==> src/rtl/fhph_pkg.sv <==
// Shared types and constants for the flow header parser / hash core.
// No dependencies; every other file in rtl/ imports this package.
package fhph_pkg;

    // Tag handling
    localparam int MAX_VLAN_TAGS = 2;
    localparam int VLAN_CNT_W    = $clog2(MAX_VLAN_TAGS + 2);

    // Record queue between parser and hash engine
    localparam int REC_QUEUE_DEPTH = 4;
    localparam int QPTR_W          = $clog2(REC_QUEUE_DEPTH);
    localparam int QCNT_W          = $clog2(REC_QUEUE_DEPTH + 1);

    // Result status codes
    localparam logic [2:0] ST_OK        = 3'd0;
    localparam logic [2:0] ST_TRUNC     = 3'd1;
    localparam logic [2:0] ST_NOT_IPV4  = 3'd2;
    localparam logic [2:0] ST_BAD_IP    = 3'd3;
    localparam logic [2:0] ST_BAD_PROTO = 3'd4;

    // Ethertypes
    localparam logic [15:0] ETH_TYPE_VLAN_Q  = 16'h8100;
    localparam logic [15:0] ETH_TYPE_VLAN_AD = 16'h88A8;
    localparam logic [15:0] ETH_TYPE_IPV4    = 16'h0800;

    // IPv4 header fields
    localparam logic [3:0] IPV4_VERSION = 4'd4;
    localparam logic [3:0] IHL_MIN      = 4'd5;

    // IP protocol numbers
    localparam logic [7:0] PROTO_ICMP = 8'd1;
    localparam logic [7:0] PROTO_TCP  = 8'd6;
    localparam logic [7:0] PROTO_UDP  = 8'd17;

    // ICMP echo types
    localparam logic [7:0] ICMP_ECHO_REQUEST = 8'd8;
    localparam logic [7:0] ICMP_ECHO_REPLY   = 8'd0;

    // packet_flags bits: bit3 marks ICMP
    localparam logic [3:0] FLAG_ICMP = 4'b1000;

    // Hash finalizer multiplier
    localparam logic [31:0] HASH_MULT = 32'h045d9f3b;

    // One frame byte
    typedef struct packed {
        logic [7:0] frame_byte;
        logic       end_of_frame;
    } byte_item_t;

    // Parsed frame, before hashing
    typedef struct packed {
        logic [2:0]  status;
        logic [31:0] source_address;
        logic [31:0] dest_address;
        logic [15:0] source_port;
        logic [15:0] dest_port;
        logic [7:0]  protocol;
        logic [3:0]  packet_flags;
        logic [15:0] frame_length;
    } frame_rec_t;

    // Final result
    typedef struct packed {
        logic [2:0]  status;
        logic [31:0] source_address;
        logic [31:0] dest_address;
        logic [15:0] source_port;
        logic [15:0] dest_port;
        logic [7:0]  protocol;
        logic [3:0]  packet_flags;
        logic [31:0] hash_value;
        logic [15:0] frame_length;
    } result_t;

endpackage

==> src/rtl/fhph_front.sv <==
// Byte-serial header parser: Ethernet, VLAN tags, IPv4 and L4 headers.
// Emits one parsed frame record on the end-of-frame byte. Uses fhph_pkg.
module fhph_front
    import fhph_pkg::*;
(
    input  logic       clk,
    input  logic       rst_n,
    input  logic       accept,
    input  byte_item_t item,
    output logic       rec_valid,
    output frame_rec_t rec
);

    typedef enum logic [4:0] {
        PH_ETH  = 5'b00001,
        PH_VLAN = 5'b00010,
        PH_IP   = 5'b00100,
        PH_L4   = 5'b01000,
        PH_DONE = 5'b10000
    } phase_t;

    localparam logic [15:0] ETH_LAST  = 16'd13;
    localparam logic [15:0] VLAN_LAST = 16'd3;
    localparam logic [15:0] TCP_LAST  = 16'd19;
    localparam logic [15:0] L4_LAST   = 16'd7;
    localparam logic [15:0] IP_MIN_LAST = 16'd19;

    phase_t                  phase_reg, phase_next, upd_phase;
    logic [15:0]             offset_reg, offset_next, upd_offset;
    logic [6:0]              hstart_reg, hstart_next, upd_hstart;
    logic [7:0]              ether_reg, ether_next, upd_ether;
    logic [VLAN_CNT_W-1:0]   vlan_reg, vlan_next, upd_vlan;
    logic [3:0]              hw_reg, hw_next, upd_hw;
    logic [31:0]             src_reg, src_next, upd_src;
    logic [31:0]             dst_reg, dst_next, upd_dst;
    logic [15:0]             sp_reg, sp_next, upd_sp;
    logic [15:0]             dp_reg, dp_next, upd_dp;
    logic [7:0]              proto_reg, proto_next, upd_proto;
    logic [3:0]              flags_reg, flags_next, upd_flags;
    logic [2:0]              err_reg, err_next, upd_err;

    logic [7:0]  b;
    logic [15:0] rel;
    logic [15:0] l2_last;
    logic [15:0] l4_last;
    logic [15:0] et_new;
    logic [6:0]  pos_plus1;
    logic        is_tag;
    logic        proto_known;
    logic [2:0]  status;
    logic        ok;

    assign b         = item.frame_byte;
    assign rel       = offset_reg - {9'd0, hstart_reg};
    assign pos_plus1 = offset_reg[6:0] + 7'd1;
    assign et_new    = {ether_reg, b};
    assign is_tag    = (et_new == ETH_TYPE_VLAN_Q) || (et_new == ETH_TYPE_VLAN_AD);
    assign l2_last   = (phase_reg == PH_ETH) ? ETH_LAST : VLAN_LAST;
    assign l4_last   = (proto_reg == PROTO_TCP) ? TCP_LAST : L4_LAST;
    assign proto_known = (proto_reg == PROTO_TCP) || (proto_reg == PROTO_UDP)
                      || (proto_reg == PROTO_ICMP);

    // Parse step for the current byte
    always_comb
    begin
        upd_phase  = phase_reg;
        upd_offset = offset_reg;
        upd_hstart = hstart_reg;
        upd_ether  = ether_reg;
        upd_vlan   = vlan_reg;
        upd_hw     = hw_reg;
        upd_src    = src_reg;
        upd_dst    = dst_reg;
        upd_sp     = sp_reg;
        upd_dp     = dp_reg;
        upd_proto  = proto_reg;
        upd_flags  = flags_reg;
        upd_err    = err_reg;

        if (offset_reg != 16'hFFFF)
        begin
            upd_offset = offset_reg + 16'd1;
        end

        unique case (phase_reg)
            PH_ETH, PH_VLAN:
            begin
                if (rel == l2_last - 16'd1 || rel == l2_last)
                begin
                    upd_ether = b;
                end
                if (rel == l2_last)
                begin
                    if (is_tag && vlan_reg < VLAN_CNT_W'(MAX_VLAN_TAGS))
                    begin
                        upd_vlan   = vlan_reg + VLAN_CNT_W'(1);
                        upd_phase  = PH_VLAN;
                        upd_hstart = pos_plus1;
                    end
                    else if (et_new == ETH_TYPE_IPV4)
                    begin
                        upd_phase  = PH_IP;
                        upd_hstart = pos_plus1;
                    end
                    else
                    begin
                        upd_phase = PH_DONE;
                        upd_err   = ST_NOT_IPV4;
                    end
                end
            end
            PH_IP:
            begin
                if (rel == 16'd0)
                begin
                    upd_hw = (b[7:4] == IPV4_VERSION && b[3:0] >= IHL_MIN) ? b[3:0] : 4'd0;
                end
                else if (rel == 16'd9)
                begin
                    upd_proto = b;
                end
                else if (rel >= 16'd12 && rel <= 16'd15)
                begin
                    upd_src = {src_reg[23:0], b};
                end
                else if (rel >= 16'd16 && rel <= 16'd19)
                begin
                    upd_dst = {dst_reg[23:0], b};
                end

                // header check waits for the fixed 20 bytes
                if (rel == IP_MIN_LAST && hw_reg == 4'd0)
                begin
                    upd_phase = PH_DONE;
                    upd_err   = ST_BAD_IP;
                end
                else if (rel >= IP_MIN_LAST && rel == {10'd0, hw_reg, 2'b00} - 16'd1)
                begin
                    if (proto_known)
                    begin
                        upd_phase  = PH_L4;
                        upd_hstart = pos_plus1;
                        upd_hw     = 4'd0;
                    end
                    else
                    begin
                        upd_phase = PH_DONE;
                        upd_err   = ST_BAD_PROTO;
                    end
                end
            end
            PH_L4:
            begin
                if (proto_reg == PROTO_ICMP)
                begin
                    // hw_reg flags an echo message here
                    if (rel == 16'd0)
                    begin
                        upd_flags = FLAG_ICMP;
                        upd_hw    = (b == ICMP_ECHO_REQUEST || b == ICMP_ECHO_REPLY)
                                  ? 4'd1 : 4'd0;
                    end
                    else if (hw_reg != 4'd0 && (rel == 16'd4 || rel == 16'd5))
                    begin
                        upd_sp = {sp_reg[7:0], b};
                    end
                    else if (hw_reg != 4'd0 && (rel == 16'd6 || rel == 16'd7))
                    begin
                        upd_dp = {dp_reg[7:0], b};
                    end
                end
                else
                begin
                    if (rel <= 16'd1)
                    begin
                        upd_sp = {sp_reg[7:0], b};
                    end
                    else if (rel <= 16'd3)
                    begin
                        upd_dp = {dp_reg[7:0], b};
                    end
                    else if (proto_reg == PROTO_TCP && rel == 16'd13)
                    begin
                        // SYN, RST, FIN from the TCP flag byte
                        upd_flags = {1'b0, b[0], b[2], b[1]};
                    end
                end
                if (rel == l4_last)
                begin
                    upd_phase = PH_DONE;
                    upd_err   = ST_OK;
                end
            end
            PH_DONE:
            begin
            end
            default:
            begin
            end
        endcase
    end

    // Frame record from the updated state
    assign status = (upd_phase == PH_DONE) ? upd_err : ST_TRUNC;
    assign ok     = (status == ST_OK);

    always_comb
    begin
        rec.status         = status;
        rec.source_address = ok ? upd_src   : 32'd0;
        rec.dest_address   = ok ? upd_dst   : 32'd0;
        rec.source_port    = ok ? upd_sp    : 16'd0;
        rec.dest_port      = ok ? upd_dp    : 16'd0;
        rec.protocol       = ok ? upd_proto : 8'd0;
        rec.packet_flags   = ok ? upd_flags : 4'd0;
        rec.frame_length   = upd_offset;
    end

    assign rec_valid = accept && item.end_of_frame;

    // Next state: hold, step, or restart after the last byte
    always_comb
    begin
        phase_next  = phase_reg;
        offset_next = offset_reg;
        hstart_next = hstart_reg;
        ether_next  = ether_reg;
        vlan_next   = vlan_reg;
        hw_next     = hw_reg;
        src_next    = src_reg;
        dst_next    = dst_reg;
        sp_next     = sp_reg;
        dp_next     = dp_reg;
        proto_next  = proto_reg;
        flags_next  = flags_reg;
        err_next    = err_reg;

        if (accept && item.end_of_frame)
        begin
            phase_next  = PH_ETH;
            offset_next = 16'd0;
            hstart_next = 7'd0;
            ether_next  = 8'd0;
            vlan_next   = '0;
            hw_next     = 4'd0;
            src_next    = 32'd0;
            dst_next    = 32'd0;
            sp_next     = 16'd0;
            dp_next     = 16'd0;
            proto_next  = 8'd0;
            flags_next  = 4'd0;
            err_next    = ST_OK;
        end
        else if (accept)
        begin
            phase_next  = upd_phase;
            offset_next = upd_offset;
            hstart_next = upd_hstart;
            ether_next  = upd_ether;
            vlan_next   = upd_vlan;
            hw_next     = upd_hw;
            src_next    = upd_src;
            dst_next    = upd_dst;
            sp_next     = upd_sp;
            dp_next     = upd_dp;
            proto_next  = upd_proto;
            flags_next  = upd_flags;
            err_next    = upd_err;
        end
    end

    // State registers; tuple fields must start each frame at zero
    always_ff @(posedge clk or negedge rst_n)
    begin
        if (!rst_n)
        begin
            phase_reg  <= PH_ETH;
            offset_reg <= 16'd0;
            hstart_reg <= 7'd0;
            ether_reg  <= 8'd0;
            vlan_reg   <= '0;
            hw_reg     <= 4'd0;
            src_reg    <= 32'd0;
            dst_reg    <= 32'd0;
            sp_reg     <= 16'd0;
            dp_reg     <= 16'd0;
            proto_reg  <= 8'd0;
            flags_reg  <= 4'd0;
            err_reg    <= ST_OK;
        end
        else
        begin
            phase_reg  <= phase_next;
            offset_reg <= offset_next;
            hstart_reg <= hstart_next;
            ether_reg  <= ether_next;
            vlan_reg   <= vlan_next;
            hw_reg     <= hw_next;
            src_reg    <= src_next;
            dst_reg    <= dst_next;
            sp_reg     <= sp_next;
            dp_reg     <= dp_next;
            proto_reg  <= proto_next;
            flags_reg  <= flags_next;
            err_reg    <= err_next;
        end
    end

endmodule

==> src/rtl/fhph_queue.sv <==
// Short FIFO of parsed frame records between parser and hash engine.
// Depth comes from fhph_pkg::REC_QUEUE_DEPTH.
module fhph_queue
    import fhph_pkg::*;
(
    input  logic       clk,
    input  logic       rst_n,
    input  logic       wr_en,
    input  frame_rec_t wr_data,
    input  logic       rd_en,
    output frame_rec_t rd_data,
    output logic       full,
    output logic       empty
);

    frame_rec_t          slots_reg [REC_QUEUE_DEPTH];
    logic [QPTR_W-1:0]   wr_ptr_reg, wr_ptr_next;
    logic [QPTR_W-1:0]   rd_ptr_reg, rd_ptr_next;
    logic [QCNT_W-1:0]   count_reg, count_next;
    logic                do_wr;
    logic                do_rd;

    assign full    = (count_reg == QCNT_W'(REC_QUEUE_DEPTH));
    assign empty   = (count_reg == '0);
    assign do_wr   = wr_en && !full;
    assign do_rd   = rd_en && !empty;
    assign rd_data = slots_reg[rd_ptr_reg];

    // Pointer and count update
    always_comb
    begin
        wr_ptr_next = wr_ptr_reg;
        rd_ptr_next = rd_ptr_reg;
        count_next  = count_reg;
        if (do_wr)
        begin
            wr_ptr_next = (wr_ptr_reg == QPTR_W'(REC_QUEUE_DEPTH - 1))
                        ? '0 : wr_ptr_reg + QPTR_W'(1);
        end
        if (do_rd)
        begin
            rd_ptr_next = (rd_ptr_reg == QPTR_W'(REC_QUEUE_DEPTH - 1))
                        ? '0 : rd_ptr_reg + QPTR_W'(1);
        end
        if (do_wr && !do_rd)
        begin
            count_next = count_reg + QCNT_W'(1);
        end
        else if (do_rd && !do_wr)
        begin
            count_next = count_reg - QCNT_W'(1);
        end
    end

    always_ff @(posedge clk or negedge rst_n)
    begin
        if (!rst_n)
        begin
            wr_ptr_reg <= '0;
            rd_ptr_reg <= '0;
            count_reg  <= '0;
        end
        else
        begin
            wr_ptr_reg <= wr_ptr_next;
            rd_ptr_reg <= rd_ptr_next;
            count_reg  <= count_next;
        end
    end

    // Record storage
    always_ff @(posedge clk)
    begin
        if (do_wr)
        begin
            slots_reg[wr_ptr_reg] <= wr_data;
        end
    end

endmodule

==> src/rtl/fhph_back.sv <==
// Hash engine: mixes the tuple, runs the two-round finalizer on one shared
// multiplier and holds the finished result. Uses fhph_pkg.
module fhph_back
    import fhph_pkg::*;
(
    input  logic       clk,
    input  logic       rst_n,
    input  logic       rec_avail,
    input  frame_rec_t rec,
    output logic       rec_take,
    input  logic       pop,
    output logic       empty,
    output result_t    result
);

    typedef enum logic [3:0] {
        BK_IDLE  = 4'b0001,
        BK_MIX1  = 4'b0010,
        BK_MIX2  = 4'b0100,
        BK_WRITE = 4'b1000
    } bk_state_t;

    bk_state_t   state_reg, state_next;
    frame_rec_t  rec_reg, rec_next;
    logic [31:0] h_reg, h_next;
    result_t     out_reg, out_next;
    logic        out_valid_reg, out_valid_next;
    logic [31:0] h_seed;
    logic [31:0] mul_a;
    logic [31:0] product;
    logic [31:0] h_final;
    logic        out_free;

    function automatic logic [31:0] swap32(input logic [31:0] v);
        swap32 = {v[7:0], v[15:8], v[23:16], v[31:24]};
    endfunction

    function automatic logic [15:0] swap16(input logic [15:0] v);
        swap16 = {v[7:0], v[15:8]};
    endfunction

    // Tuple mix in host byte order
    assign h_seed = swap32(rec.source_address) ^ swap32(rec.dest_address)
                  ^ {swap16(rec.source_port), swap16(rec.dest_port)}
                  ^ {24'd0, rec.protocol};

    // Shared finalizer round
    assign mul_a   = h_reg ^ {16'd0, h_reg[31:16]};
    assign product = mul_a * HASH_MULT;
    assign h_final = h_reg ^ {16'd0, h_reg[31:16]};

    assign out_free = !out_valid_reg || pop;
    assign rec_take = (state_reg == BK_IDLE) && rec_avail;
    assign empty    = !out_valid_reg;
    assign result   = out_reg;

    // Sequencer
    always_comb
    begin
        state_next     = state_reg;
        rec_next       = rec_reg;
        h_next         = h_reg;
        out_next       = out_reg;
        out_valid_next = out_valid_reg && !pop;

        unique case (state_reg)
            BK_IDLE:
            begin
                if (rec_avail)
                begin
                    rec_next   = rec;
                    h_next     = h_seed;
                    state_next = BK_MIX1;
                end
            end
            BK_MIX1:
            begin
                h_next     = product;
                state_next = BK_MIX2;
            end
            BK_MIX2:
            begin
                h_next     = product;
                state_next = BK_WRITE;
            end
            BK_WRITE:
            begin
                if (out_free)
                begin
                    out_next.status         = rec_reg.status;
                    out_next.source_address = rec_reg.source_address;
                    out_next.dest_address   = rec_reg.dest_address;
                    out_next.source_port    = rec_reg.source_port;
                    out_next.dest_port      = rec_reg.dest_port;
                    out_next.protocol       = rec_reg.protocol;
                    out_next.packet_flags   = rec_reg.packet_flags;
                    out_next.hash_value     = (rec_reg.status == ST_OK) ? h_final : 32'd0;
                    out_next.frame_length   = rec_reg.frame_length;
                    out_valid_next          = 1'b1;
                    state_next              = BK_IDLE;
                end
            end
            default:
            begin
                state_next = BK_IDLE;
            end
        endcase
    end

    // Control registers
    always_ff @(posedge clk or negedge rst_n)
    begin
        if (!rst_n)
        begin
            state_reg     <= BK_IDLE;
            out_valid_reg <= 1'b0;
        end
        else
        begin
            state_reg     <= state_next;
            out_valid_reg <= out_valid_next;
        end
    end

    // Payload registers
    always_ff @(posedge clk)
    begin
        rec_reg <= rec_next;
        h_reg   <= h_next;
        out_reg <= out_next;
    end

endmodule

==> src/rtl/flow_header_parser_hash_core.sv <==
// Flow header parser and hash core: takes one frame byte per cycle while the
// record queue is not full, gives one result per frame. A frame's record is
// queued on its last byte; the engine takes it when idle, then runs two rounds
// on its single 32x32 multiplier. A 4-entry record queue absorbs bursts of
// short frames. rst_n clears all control state; no clearing pass.
module flow_header_parser_hash_core
    import fhph_pkg::*;
(
    input  logic       clk,
    input  logic       rst_n,
    input  logic       push,
    output logic       full,
    input  byte_item_t item,
    output logic       empty,
    input  logic       pop,
    output result_t    result
);

    logic       accept;
    logic       rec_valid;
    frame_rec_t rec_wr;
    frame_rec_t rec_rd;
    logic       q_full;
    logic       q_empty;
    logic       rec_take;

    assign full   = q_full;
    assign accept = push && !q_full;

    // Byte parser
    fhph_front u_front (
        .clk       (clk),
        .rst_n     (rst_n),
        .accept    (accept),
        .item      (item),
        .rec_valid (rec_valid),
        .rec       (rec_wr)
    );

    // Parsed record queue
    fhph_queue u_queue (
        .clk     (clk),
        .rst_n   (rst_n),
        .wr_en   (rec_valid),
        .wr_data (rec_wr),
        .rd_en   (rec_take),
        .rd_data (rec_rd),
        .full    (q_full),
        .empty   (q_empty)
    );

    // Hash engine and result register
    fhph_back u_back (
        .clk       (clk),
        .rst_n     (rst_n),
        .rec_avail (!q_empty),
        .rec       (rec_rd),
        .rec_take  (rec_take),
        .pop       (pop),
        .empty     (empty),
        .result    (result)
    );

    // A record is only produced on a transfer, so it always finds room
    a_rec_fits: assert property (@(posedge clk) disable iff (!rst_n)
        rec_valid |-> !q_full)
        else $error("record pushed into full queue");

    // Failed frames carry no tuple and no hash
    a_fail_zero: assert property (@(posedge clk) disable iff (!rst_n)
        (!empty && result.status != ST_OK) |->
            (result.hash_value == 32'd0 && result.source_address == 32'd0
             && result.packet_flags == 4'd0))
        else $error("non-zero fields on failed frame");

    // Status codes stay in their defined range
    a_status_range: assert property (@(posedge clk) disable iff (!rst_n)
        !empty |-> (result.status <= ST_BAD_PROTO))
        else $error("undefined status code");

    // The engine takes a record only when one is waiting
    a_take_valid: assert property (@(posedge clk) disable iff (!rst_n)
        rec_take |-> !q_empty)
        else $error("record taken from empty queue");

endmodule
==> config.mk <==
export PLATFORM = sky130hd
export DESIGN_NAME = flow_header_parser_hash_core
export DESIGN_NICKNAME = d
export VERILOG_FILES = /design/src/rtl/fhph_pkg.sv /design/src/rtl/fhph_front.sv /design/src/rtl/fhph_queue.sv /design/src/rtl/fhph_back.sv /design/src/rtl/flow_header_parser_hash_core.sv
export SDC_FILE = /design/constraint.sdc
export NUM_CORES = 2
export LEC_CHECK = 0
export ABC_AREA = 1
export BUFFER_PORTS_ARGS = -buffer_cell sky130_fd_sc_hd__buf_2
export CAP_MARGIN = 5
export CORE_ASPECT_RATIO = 2
export CORE_MARGIN = 2
export CORE_UTILIZATION = 58
export DETAILED_ROUTE_END_ITERATION = 8
export PLACE_DENSITY = 0.71
export SYNTH_ARGS = -nofsm -noshare
export SYNTH_HDL_FRONTEND = slang
export SYNTH_SLANG_ARGS = --single-unit
==> constraint.sdc <==
create_clock -name clk -period 15.1 [get_ports clk]
set_input_delay 1.51 -clock clk [delete_from_list [all_inputs] [get_ports clk]]
set_output_delay 1.51 -clock clk [all_outputs]
set_load 0.05 [all_outputs]
# Word-level counts from Yosys, hierarchy flattened
# Memory sizes are Yosys's and may differ from the RTL's.
# Index checks and enable logic that the tools add are counted.
# word_totals
output_inout_bits,161
register_bits,483
ramBits,508
word_cells,276
mem_count,1
# op_classes
n_reduce_logical,57
n_eq_ne,41
n_lt_le_gt_ge,9
bitwise_logic,5
mul,1
n_mux,116
addsub,10
# memory_table
name,words,width,rd,rd_clocked_by_memory_dff,write_ports,line_no,text
u_queue.slots_reg,4,127,1,0,1,fhph_queue.sv:16,frame_rec_t slots_reg [REC_QUEUE_DEPTH];
# op_table
operator,n
$mux W32,16
$mux W16,21
$mux W4,21
$mux W8,10
$eq A16 B16 Y1,4
$eq A16 B3 Y1 const B,4
$pmux W32 S2,1
$xor A32 B32 Y32,2
$mux W7,8
$mux W5,10
$mux W3,12
$eq A16 B16 Y1 const B,2
$eq A16 B4 Y1 const B,2
$ge A16 B5 Y1 const B,2
$mul A32 B27 Y32 const B,1
$xor A32 B16 Y32,1
$xor A32 B8 Y32,1
$logic_and A1 B1 Y1,17
$add A16 B1 Y16 const B,1
$eq A16 B12 Y1 const B,1
$eq A16 B5 Y1 const B,1
$ge A16 B4 Y1 const B,1
$le A16 B1 Y1 const B,1
$le A16 B2 Y1 const B,1
54 further kinds,98

# Longest topological paths before layout
# logic_depth
ltp_word,11
mapped_depth,30
ltp_nobuf,30

# Modules after synthesis
# Synthesis repeated with hierarchy kept, for this count alone.
# hier_totals
cells_unflattened,4954
hier_area_um2,52335.2
# modules_own_cells
module,seq_area_each_um2,area_each_um2,cells_per_inst,n_inst
fhph_back,9675.5,20875.0,1780,1
fhph_queue,15429.8,20733.6,1542,1
fhph_front,3829.9,10712.8,1629,1
flow_header_parser_hash_core,0.0,13.8,3,1

# Least setup slack after synthesis
# OpenSTA, ideal clock, no wires.
# synth_path
path_type,input port to flip-flop
start,in pop
end,"reg u_back.out_reg, in the netlist u_back.result[0], enable pin"
arrival_time_ns,8.180
path_slack_ns,6.241
cell_stages,2
path_cell_list,nor2_1 nor2_1
# synth_via
elab_chain_len,2
# synth_lines
element,line_no,text
from (decl),flow_header_parser_hash_core.sv:15,"input logic pop,"
$logic_or A1 B1 Y1,fhph_back.sv:52,assign out_free = !out_valid_reg || pop;
$reduce_and A2 Y1 (no source line),n/a,
to (signal assigned),fhph_back.sv:130,out_reg <= out_next;
to (decl),fhph_back.sv:26,"result_t out_reg, out_next;"
# Every way passes these cells.
# A chain may end at the register's enable or synchronous reset.

# Final worst setup path
# layout_path
start,reg u_back.h_reg[20]
end,"reg u_back.h_reg[31], data pin"
# layout_via
elab_chain_len,3
# layout_lines
element,line_no,text
from (decl),fhph_back.sv:25,"logic [31:0] h_reg, h_next;"
from (signal assigned),fhph_back.sv:129,h_reg <= h_next;
$xor A32 B16 Y32,n/a,
via u_back.h_final[4],fhph_back.sv:31,logic [31:0] h_final;
$mul A32 B27 Y32,fhph_back.sv:49,assign product = mul_a * HASH_MULT;
$pmux W32 S2,fhph_back.sv:66,unique case (state_reg)
via u_back.h_next[31],fhph_back.sv:25,
# The timed path passes the listed nets, and every way through them passes these cells.

==> summary.txt <==
Clocking
  • Clk_lat worst skew: 0.70 ns
  • Clock root buffer: clkbuf_16
  • Reg clk slew, reported paths: 0.07 ns
  • Post_cts resized: 0
  • Post-CTS Hold Buffers: 0
  • CTS tree: yes
  • CTS max path bufs: 3
  • Post-CTS Repair Setup Buffers: 0
  • Clock Sinks: 991
  • H-tree Lvls: 3
  • TritonCTS Buffers: 85

Yosys
  • Mapped Avg Cell Area: 11.02 um^2
  • Mapped Cells: 4587
  • Post-synth top area cell: edfxtp_1
  • EDFF count, synth: between 800 and 900
  • Primary FF master, synth: edfxtp_1
  • Dominant cells by area after synthesis: edfxtp_1, fa_1, dfrtp_1
  • Ys Warns: 0
  • Syn Nets: 5002
  • Synth top area share: 49.09%
  • Asr flop ratio synth: 16.65%
  • Cell variety after synth: 53
  • Post-synthesis register bit count: 991
  • Post-Synthesis Cell Area: 50530 um^2
  • Part of the Yosys area used for sequential elements: a little under three fifths

Timing
  • Final period util: 49.77%
  • Setup tns final: 0 ns
  • Worst Tran Pin Value: between 1 and 1.5 ns
  • RSZ-0062 raised after global routing: false
  • Skew final: 0.04809 ns
  • Fin crit period: 7.515 ns
  • Setup violations, final: 0
  • Max-slew violations: 0
  • Fmax: 133.1 MHz
  • Slew margin rel.: 10.63%
  • Fin. Hold Viols: 0

Floorplan
  • Die area: around 90000 um^2
  • Die Y-Extent: 421.4 um
  • # rows: 153
  • Die X: 212.7 um
  • Core ar.: 86720 um^2
  • Initial core utilization: 58.27%
  • I/O pin count: 174

Critical path
  • Reg2reg start: u_back.h_reg[20]
  • Worst path required time: 15.52 ns
  • Cell repeated most along the worst path: inv_1
  • Type of the worst setup path: flop to flop
  • R2R Setup Slk: 7.59 ns
  • Startpoint Class: flop
  • Arrival @ worst endpoint: 7.93 ns
  • R2R cell count: 28
  • Reg2Reg Capture Point: u_back.h_reg[31]
  • End of the critical path: u_back.h_reg[31]
  • Critical Path Source: u_back.h_reg[20]
  • CP max FO: 9
  • CP peak stage delay: 0.63 ns
  • CP Capture Type: flop
  • Slowest-stage cell, CP: edfxtp_1

GRT
  • Number of global-route vias before repair: 34369
  • Largest net degree at the start of global routing: 154
  • First-pass GRT wire length: 212300 um
  • All-layer global routing usage: 32.82%
  • Global route overflow: 0
  • Initial antenna violation count: 3

Cells and area
  • Max reg flops: 508
  • Share of post-route cells with drive strength above 1: 9.679%
  • Fillers: between 6000 and 7000
  • Nets@finish: ~5000
  • Layout Area Growth over Synthesis: 9.786%

Detailed routing
  • Via count: 34336
  • Avg WL per Cell: 24.24 um
  • DRC viols: 0
  • Initial DRC count: approximately 2700
  • Drt pass-1 iters: 7
  • Overall routed net length: approximately 140000 um
  • Post-DR vias/cell: 5.781
  • Post-route ant nets: 0

Placed design
  • I/O Buffers: 173
  • RD Place Congestion: 1.069
  • Hpwl dp: about 100000 um

Run
  • Max-cap violation count: 0

Outcome
  • Status: complete, no violations

Worst hold path
  • Hold crit path type: flop to flop
## layout by cell type, fill, tap and decap left out, types with 4 or more instances in the layout
cell       Yosys  routed
clkinv_1       2      12
edfxtp_1     826     826
inv_6          0       8
nor2_4         5      12
a21oi_1      137     137
fa_1         222     222
xor2_1        78      78
buf_4          7      51
inv_2         11      10
nand4_1       23      23
ha_1         180     180
xnor2_1       46      46
nor2_2        10      11
a31oi_1        4       4
o31ai_1        5       4
dfrtp_1      163     161
o22ai_1      230     230
clkbuf_8       0       8
o211ai_1      35      35
clkbuf_1     156      17
clkinv_2       0       9
bufinv_16      0      12
nor3_2        22      23
diode_2        0       4
inv_1        697     694
nand2_2       12      11
nor3_1       111     110
o21ai_0      428     428
nand2_1      548     548
or2_2         19      19
buf_2         12     172
nand3_1       84      83
nor4_1         9       9
clkbuf_16      0      86
nor2_1       452     444
## cells in the mapped netlist, drive strengths merged, types with 2 or more instances
library cell / n
edfxtp: 826
inv: 709
nand2: 560
nor2: 467
o21ai: 431
o22ai: 230
fa: 222
ha: 180
dfrtp: 163
clkbuf: 156
a21oi: 138
nor3: 133
nand3: 87
xor2: 78
xnor2: 46
buf: 38
o211ai: 35
nand4: 25
or2: 19
nor4: 9
o31ai: 5
a31oi: 4
nand3b: 4
a21boi: 3
o21bai: 3
clkinv: 2
dfstp: 2
o21a: 2
o221ai: 2
## worst max-delay path, delay by kind of cell (launching register included)
kind / cells / cell delay [ns]
AOI/OAI and AO/OA: 5 / 0.77
buffers and inverters: 9 / 1.00
adders and majority gates: 8 / 3.58
DFF: 1 / 0.63
and+or+nand+nor: 6 / 1.25
## worst min-delay path by stage
stage | start | end | slack, ns | depth (start not counted)
floorplan | u_back.rec_reg[0] | u_back.result[0] | 0.40 | 0
global placement | u_back.rec_reg[42] | u_back.result[74] | 0.40 | 0
detailed placement | u_back.rec_reg[97] | u_back.result[129] | 0.40 | 0
CTS | u_back.rec_reg[93] | u_back.result[125] | 0.41 | 0
global route | u_back.rec_reg[16] | u_back.result[48] | 0.42 | 0
finish | u_back.rec_reg[93] | u_back.result[125] | 0.41 | 0
## through the flow
stage / util [%] / hold WS (ns) / std cells / instance area [um^2] / worst slack, ns
6_report: 63.97 / 0.4093 / 5939 / 55480 / 7.585
3_5_place_dp: 60.61 / 0.4045 / 5780 / 52560 / 7.771
4_1_cts: 63.96 / 0.4052 / 5935 / 55470 / 7.709
5_1_grt: 63.96 / 0.4168 / 5935 / 55470 / 7.197
3_3_place_gp: 60.61 / 0.4025 / 5780 / 52560 / 7.710
2_1_floorplan: - / 0.4003 / 4587 / 50530 / 6.241
## kinds of logic after synthesis
group | count (synthesis) | synth area share, %
muxes | 1 | 0.02228
AOI/OAI and AO/OA | 857 | 9.352
buffers and inverters | 905 | 6.913
adders and majority gates | 402 | 13.25
xor gates and xnor gates | 124 | 2.149
and+or+nand+nor | 1307 | 11.05
DFF | 991 | 57.26
## metal layers
layer	track usage [%]	part of all wire [%]	up-vias
li1	-	-	15711
met1	34.20	33	16918
met2	57.82	52	1269
met3	4.718	5.1	434
met4	27.17	10	4
met5	0	0.020	-
## final cells by class
cell class	instances	area (um^2)	area share (%)
diodes	4	10.01	0.01804
inverters	711	2684	4.838
repair buffers	225	1275	2.298
clock buffers	111	2326	4.193
flip-flops and latches	991	28940	52.17
clock inverters	44	581.8	1.049
multi-input cells	2691	18200	32.81
well taps	1162	1454	2.621
Power is left out: the tool's default activity adds up to more than one toggle a clock period on the data nets, which glitch-free logic cannot reach.
